$ cat src/design/cab_pkg.sv
package cab_pkg;

   localparam int ITERATIONS_DEFAULT  = 14;
   localparam int COORD_WIDTH_DEFAULT = 32;
   localparam int TABLE_LEN           = 14;
   localparam int INPUT_WIDTH         = 32;
   localparam int ANGLE_WIDTH         = 16;

   typedef logic [ANGLE_WIDTH-1:0] angle_type;

   localparam angle_type ANGLE_ZERO          = 16'd0;
   localparam angle_type ANGLE_QUARTER       = 16'd16384;
   localparam angle_type ANGLE_HALF          = 16'd32768;
   localparam angle_type ANGLE_THREE_QUARTER = 16'd49152;

   // Arctangent of 2^-i in binary angle units.
   localparam angle_type ATAN_TABLE [TABLE_LEN] = '{
      16'd8192, 16'd4836, 16'd2555, 16'd1297, 16'd651, 16'd326, 16'd163,
      16'd81,   16'd41,   16'd20,   16'd10,   16'd5,   16'd3,   16'd1
   };

   // Control bits that travel with each request through the pipeline.
   typedef struct packed {
      logic valid;
      logic bypass;
   } stage_ctl_type;

endpackage

$ cat src/design/cab_prep.sv
module cab_prep #(
   parameter int COORD_WIDTH = cab_pkg::COORD_WIDTH_DEFAULT,
   parameter int INT_WIDTH   = COORD_WIDTH + 2
) (
   input  logic                                clock,
   input  logic                                reset,
   input  logic                                in_valid,
   input  logic [cab_pkg::INPUT_WIDTH-1:0]     in_y_coord,
   input  logic [cab_pkg::INPUT_WIDTH-1:0]     in_x_coord,
   output logic                                in_ready,
   output cab_pkg::stage_ctl_type              out_ctl,
   output logic signed [INT_WIDTH-1:0]         out_x,
   output logic signed [INT_WIDTH-1:0]         out_y,
   output cab_pkg::angle_type                  out_angle,
   input  logic                                out_ready
);

   logic [COORD_WIDTH-1:0]        y_raw;
   logic [COORD_WIDTH-1:0]        x_raw;
   logic signed [INT_WIDTH-1:0]   y_ext;
   logic signed [INT_WIDTH-1:0]   x_ext;
   logic                          x_zero;
   logic                          y_zero;

   cab_pkg::stage_ctl_type        ctl_ff, ctl_in;
   logic signed [INT_WIDTH-1:0]   x_ff, x_in;
   logic signed [INT_WIDTH-1:0]   y_ff, y_in;
   cab_pkg::angle_type            angle_ff, angle_in;

   assign y_raw  = in_y_coord[COORD_WIDTH-1:0];
   assign x_raw  = in_x_coord[COORD_WIDTH-1:0];
   assign y_ext  = {{(INT_WIDTH-COORD_WIDTH){y_raw[COORD_WIDTH-1]}}, y_raw};
   assign x_ext  = {{(INT_WIDTH-COORD_WIDTH){x_raw[COORD_WIDTH-1]}}, x_raw};
   assign x_zero = (x_raw == '0);
   assign y_zero = (y_raw == '0);

   assign in_ready = !ctl_ff.valid || out_ready;

   always_comb begin
      ctl_in.valid  = in_valid;
      ctl_in.bypass = x_zero;
      x_in          = x_ext;
      y_in          = y_ext;
      angle_in      = cab_pkg::ANGLE_ZERO;
      if (x_zero) begin
         // On the y axis the angle is known at once; the stages pass it through.
         if (y_zero) begin
            angle_in = cab_pkg::ANGLE_ZERO;
         end else if (y_raw[COORD_WIDTH-1]) begin
            angle_in = cab_pkg::ANGLE_THREE_QUARTER;
         end else begin
            angle_in = cab_pkg::ANGLE_QUARTER;
         end
      end else if (x_raw[COORD_WIDTH-1]) begin
         // Rotate by a half turn into the right half plane.
         x_in     = -x_ext;
         y_in     = -y_ext;
         angle_in = cab_pkg::ANGLE_HALF;
      end
   end

   always_ff @(posedge clock) begin
      if (reset) begin
         ctl_ff.valid <= 1'b0;
      end else if (in_ready) begin
         ctl_ff.valid <= ctl_in.valid;
         if (in_valid) begin
            ctl_ff.bypass <= ctl_in.bypass;
            x_ff          <= x_in;
            y_ff          <= y_in;
            angle_ff      <= angle_in;
         end
      end
   end

   assign out_ctl   = ctl_ff;
   assign out_x     = x_ff;
   assign out_y     = y_ff;
   assign out_angle = angle_ff;

endmodule

$ cat src/design/cab_stage.sv
module cab_stage #(
   parameter int INT_WIDTH = cab_pkg::COORD_WIDTH_DEFAULT + 2,
   parameter int STAGE     = 0
) (
   input  logic                          clock,
   input  logic                          reset,
   input  cab_pkg::stage_ctl_type        in_ctl,
   input  logic signed [INT_WIDTH-1:0]   in_x,
   input  logic signed [INT_WIDTH-1:0]   in_y,
   input  cab_pkg::angle_type            in_angle,
   output logic                          in_ready,
   output cab_pkg::stage_ctl_type        out_ctl,
   output logic signed [INT_WIDTH-1:0]   out_x,
   output logic signed [INT_WIDTH-1:0]   out_y,
   output cab_pkg::angle_type            out_angle,
   input  logic                          out_ready
);

   logic signed [INT_WIDTH-1:0]   shift_x;
   logic signed [INT_WIDTH-1:0]   shift_y;

   cab_pkg::stage_ctl_type        ctl_ff;
   logic signed [INT_WIDTH-1:0]   x_ff, x_in;
   logic signed [INT_WIDTH-1:0]   y_ff, y_in;
   cab_pkg::angle_type            angle_ff, angle_in;

   assign shift_x  = in_x >>> STAGE;
   assign shift_y  = in_y >>> STAGE;
   assign in_ready = !ctl_ff.valid || out_ready;

   // Rotate toward the x axis: clockwise while y is not negative.
   always_comb begin
      if (!in_y[INT_WIDTH-1]) begin
         x_in     = in_x + shift_y;
         y_in     = in_y - shift_x;
         angle_in = in_angle + cab_pkg::ATAN_TABLE[STAGE];
      end else begin
         x_in     = in_x - shift_y;
         y_in     = in_y + shift_x;
         angle_in = in_angle - cab_pkg::ATAN_TABLE[STAGE];
      end
      if (in_ctl.bypass) begin
         angle_in = in_angle;
      end
   end

   always_ff @(posedge clock) begin
      if (reset) begin
         ctl_ff.valid <= 1'b0;
      end else if (in_ready) begin
         ctl_ff.valid <= in_ctl.valid;
         if (in_ctl.valid) begin
            ctl_ff.bypass <= in_ctl.bypass;
            x_ff          <= x_in;
            y_ff          <= y_in;
            angle_ff      <= angle_in;
         end
      end
   end

   assign out_ctl   = ctl_ff;
   assign out_x     = x_ff;
   assign out_y     = y_ff;
   assign out_angle = angle_ff;

endmodule

$ cat src/design/cordic_atan2_binary_angle_top.sv
// An accepted request passes first a register for sign extension, axis cases and half-turn
// folding, then a register for each CORDIC step.
// Throughput: one request per cycle; a stalled result holds the run of full stages behind
// it, while empty stages ahead of that run still take new requests.
// Reset is synchronous and clears the valid bit of every stage; data registers are not reset.
module cordic_atan2_binary_angle_top #(
   parameter int ITERATIONS  = cab_pkg::ITERATIONS_DEFAULT,
   parameter int COORD_WIDTH = cab_pkg::COORD_WIDTH_DEFAULT
) (
   input  logic                              clock,
   input  logic                              reset,
   input  logic                              req_valid,
   output logic                              req_stall,
   input  logic [cab_pkg::INPUT_WIDTH-1:0]   req_y_coord,
   input  logic [cab_pkg::INPUT_WIDTH-1:0]   req_x_coord,
   output logic                              rsp_valid,
   input  logic                              rsp_stall,
   output cab_pkg::angle_type                rsp_angle
);

   localparam int INT_WIDTH = COORD_WIDTH + 2;

   cab_pkg::stage_ctl_type        ctl_s   [ITERATIONS+1];
   logic signed [INT_WIDTH-1:0]   x_s     [ITERATIONS+1];
   logic signed [INT_WIDTH-1:0]   y_s     [ITERATIONS+1];
   cab_pkg::angle_type            angle_s [ITERATIONS+1];
   logic                          ready_s [ITERATIONS+1];
   logic                          prep_ready;

   cab_prep #(
      .COORD_WIDTH (COORD_WIDTH),
      .INT_WIDTH   (INT_WIDTH)
   ) u_prep (
      .clock       (clock),
      .reset       (reset),
      .in_valid    (req_valid),
      .in_y_coord  (req_y_coord),
      .in_x_coord  (req_x_coord),
      .in_ready    (prep_ready),
      .out_ctl     (ctl_s[0]),
      .out_x       (x_s[0]),
      .out_y       (y_s[0]),
      .out_angle   (angle_s[0]),
      .out_ready   (ready_s[0])
   );

   for (genvar i = 0; i < ITERATIONS; i++) begin : g_stage
      cab_stage #(
         .INT_WIDTH (INT_WIDTH),
         .STAGE     (i)
      ) u_stage (
         .clock     (clock),
         .reset     (reset),
         .in_ctl    (ctl_s[i]),
         .in_x      (x_s[i]),
         .in_y      (y_s[i]),
         .in_angle  (angle_s[i]),
         .in_ready  (ready_s[i]),
         .out_ctl   (ctl_s[i+1]),
         .out_x     (x_s[i+1]),
         .out_y     (y_s[i+1]),
         .out_angle (angle_s[i+1]),
         .out_ready (ready_s[i+1])
      );
   end

   assign ready_s[ITERATIONS] = !rsp_stall;
   assign req_stall           = !prep_ready;
   assign rsp_valid           = ctl_s[ITERATIONS].valid;
   assign rsp_angle           = angle_s[ITERATIONS];

endmodule

$ cat config.mk
export PLATFORM = sky130hd
export DESIGN_NAME = cordic_atan2_binary_angle_top
export DESIGN_NICKNAME = d
export VERILOG_FILES = /design/src/design/cab_pkg.sv /design/src/design/cab_prep.sv /design/src/design/cab_stage.sv /design/src/design/cordic_atan2_binary_angle_top.sv
export SDC_FILE = /design/constraint.sdc
export NUM_CORES = 2
export LEC_CHECK = 0
export ABC_CLOCK_PERIOD_IN_PS = 9300
export CAP_MARGIN = 30
export CORE_MARGIN = 4
export CORE_UTILIZATION = 55
export DETAILED_ROUTE_END_ITERATION = 8
export DONT_BUFFER_PORTS = 1
export PLACE_DENSITY = 0.77
export SLEW_MARGIN = 20
export SYNTH_ARGS = -nofsm -noshare
export SYNTH_HDL_FRONTEND = slang
export SYNTH_SLANG_ARGS = --single-unit
$ cat constraint.sdc
create_clock -name clock -period 9.3 [get_ports clock]
set_input_delay 0.465 -clock clock [delete_from_list [all_inputs] [get_ports clock]]
set_output_delay 0.465 -clock clock [all_outputs]
set_load 0.05 [all_outputs]
==> impl_metrics.ini <==
[detailed_routing]
vias_per_cell = 6.10
routedWlPerCell_um = 19.4
ant_nets = 0
drtPass1Iterations = 9
routed-via-count = 80743
drc = 0
routed_wl_um = 257000
drtIter0Drc = 6387

[power]
power.internal_w = 0.00922
power.share.switching = 0.251
powerDensity_nw_per_um2 = 116
p_seq_frac = 0.456
combPwrFrac = 0.115
finalPower_w = 0.0123
netSwitchingPower_w = 0.00309
ir_worst_vdd_mv = 0.157
leakage_nw = 42.6
clkPwrFrac = 0.429

[synthesis]
ys_ff_latch = 1104
synth-edff-count = 1089
synth-seq-area-share = 0.338
synth.cell_area_um2 = 97700
yosysTopAreaCell = edfxtp_1
async_flop_share = 0
ys.flop_type = edfxtp_1
synthCells = 10706
ys_warn_count = 0
synth.distinct_cells = 104
ys_top_cells_by_area = edfxtp_1 33%, ha_1 13%, xnor2_1 8.3%
yosys.area.top_type_share = 0.335
avgSynthCellArea_um2 = 9.12

[global_route]
grt_pass1_vias = 77743
antenna_found_initial = 0
grt_pass1_wl_um = 409000
grt_use_total = 0.269
grt_max_degree = 77
overflow = 0

[clock_network]
path_clk_slew_ns = 0.06
cts_sinks = 1104
cts-htree-levels = 4
cts_buffers = 132
cts_setup_buffers = 0
clk_path_buf_depth = 3
tritoncts = built
clkLatencyLatePin_ns = 0.81
cts-root-buf = clkbuf_16

[placement]
preCtsSetupSlack_ns = 3.43
dp_hpwl_um = 201000
gp_congestion = 0.948
io_buffer_count = 0
dpl_cell_area_um2 = 100000

[sta]
layout_setup_ws_ns = 3.65
worst_pin_slew_ns = 0.934
slew_violations = 0
rsz0062_at_grt = false
worst_clock_skew_ns = 0.0348
holdWs_ns = 0.0623
fmax_mhz = 177
slew_headroom = 0.369
hold_violations = 0
finalCritPeriodShare = 0.608
setup_viol = 0
period_needed_ns = 5.65
setup_tns_ns = 0

[flow_run]
cap_viol_max_count = 0

[setup_path]
worstSetupPathType = reg -> reg
end_kind = register
cp_data_arrival_time_ns = 6.15
critPathLaunchType = register
path_max_fanout = 5
required_ns = 9.80

[floorplanning]
start_util = 0.554
fp.dieW_um = 429
fp.coreArea_um2 = 176000
num_io_pins = 86
rows = 154
die_y_um = 429
dieArea_um2 = 184000

[worst_hold_path]
hold_path.class = in -> reg

[finish]
diodes = 0
layout_commonest_cell = a21oi_1
n_fill_cell = 14830
fin_nets = 11937
final_cell_mix = 1103 x a21oi_1, 1089 x edfxtp_1, 1083 x nor2_1
final_area_um2 = 106000
syn_to_final_growth_pct = 8.40
drive_above_1_share = 0.0374

[run_status]
status = complete, no violations
-- final timing paths --
kind	startpoint	endpoint	slack (ns)	depth (start not counted)
max	g_stage[6].u_stage.out_x[9]	g_stage[7].u_stage.out_y[33]	3.65	16
min	reset	g_stage[10].u_stage.out_angle[14]	0.06	2
max reg2reg	g_stage[6].u_stage.out_x[9]	g_stage[7].u_stage.out_y[33]	3.65	16
min reg2reg	g_stage[8].u_stage.out_angle[0]	g_stage[9].u_stage.out_angle[0]	0.42	0
-- registers in the layout, indices dropped and copies added, names as in the netlist --
name and flops:
g_stage.u_stage.out_angle 201, u_prep.out_x 34, g_stage.u_stage.out_ctl 27, u_prep.out_angle 2, g_stage.u_stage.out_x 395, u_prep.out_y 34, g_stage.u_stage.out_y 409, u_prep.out_ctl 2
-- cell type report --
class                   count  area [um^2]  area share
clock buffers             158         3450      0.0326
clock inverters            83          967     0.00913
inverters                 505         1900      0.0179
multi-input cells        8875        62000       0.585
flip-flops and latches   1104        33000       0.312
well taps                2340         2930      0.0277
repair buffers            170         1650      0.0156
-- cell families after synthesis --
family	count (synthesis)	share of synthesized area
AOI/OAI and AO/OA	3114	0.200
xor gates and xnor gates	1446	0.130
adders and majority gates	1081	0.141
buffers and inverters	728	0.0286
DFF	1104	0.338
muxes	72	0.00787
other	1	0.0000384
and+or+nand+nor	3160	0.154
-- power groups by stage --
stage | clock network (W) | registers, W | logic [W]
5_1_grt | 0.00561 | 0.00562 | 0.00156
3_3_place_gp | 0 | 0.00572 | 0.00130
4_1_cts | 0.00539 | 0.00562 | 0.00139
6_report | 0.00528 | 0.00562 | 0.00141
3_5_place_dp | 0 | 0.00572 | 0.00132
2_1_floorplan | 0 | 0.00570 | 0.00103
-- cells in the mapped netlist, drive strengths merged, types with 22 or more instances --
master	n
a2111oi	27
a211o	31
a211oi	92
a21boi	33
a21o	425
a21oi	1107
a31o	22
a31oi	127
and2	67
and3	93
buf	44
clkbuf	179
edfxtp	1089
fa	38
ha	1043
inv	494
mux2	38
mux2i	34
nand2	691
nand2b	144
nand3	162
nand3b	23
nand4	70
nor2	1083
nor2b	164
nor3	312
nor3b	35
nor4	96
o211ai	47
o21a	147
o21ai	601
o21bai	120
o31a	22
o31ai	79
o41ai	46
or2	35
or3	87
or4	32
xnor2	922
xor2	524
-- critical path: stages (launching register included) --
cell and delay, ns:
edfxtp_1 0.48, nor3_1 0.28, nand2b_1 0.13, nor4_1 0.65, nand3b_1 0.24, nor4_1 0.76
a21oi_1 0.17, xor2_1 0.20, ha_1 0.36, and3_1 0.22, nor2_1 0.05, a21oi_1 0.20
nand2_1 0.08, a21oi_1 0.30, a221oi_1 0.19, a221oi_1 0.43, xor2_1 0.62
-- timing repair --
| item | in CTS | in global routing |
|---|---|---|
| hold buffers | 116 | 0 |
| hold endpoints to repair | 85 | 0 |
| resized for setup | 0 | 0 |
-- layer usage --
layer | GRT usage | vias to the layer above | part of all wire
li1 | - | 39401 | -
met1 | 0.341 | 38432 | 0.43
met2 | 0.471 | 2397 | 0.49
met3 | 0.0305 | 513 | 0.050
met4 | 0.0996 | 0 | 0.038
met5 | 0 | - | 0
-- stage by stage --
step                 util  std cells
detailed placement  0.568      12869
global route        0.601      13235
finish              0.601      13235
floorplan               -      10707
global placement    0.568      12867
CTS                 0.600      13226
Power figures use the tool's default switching activity.
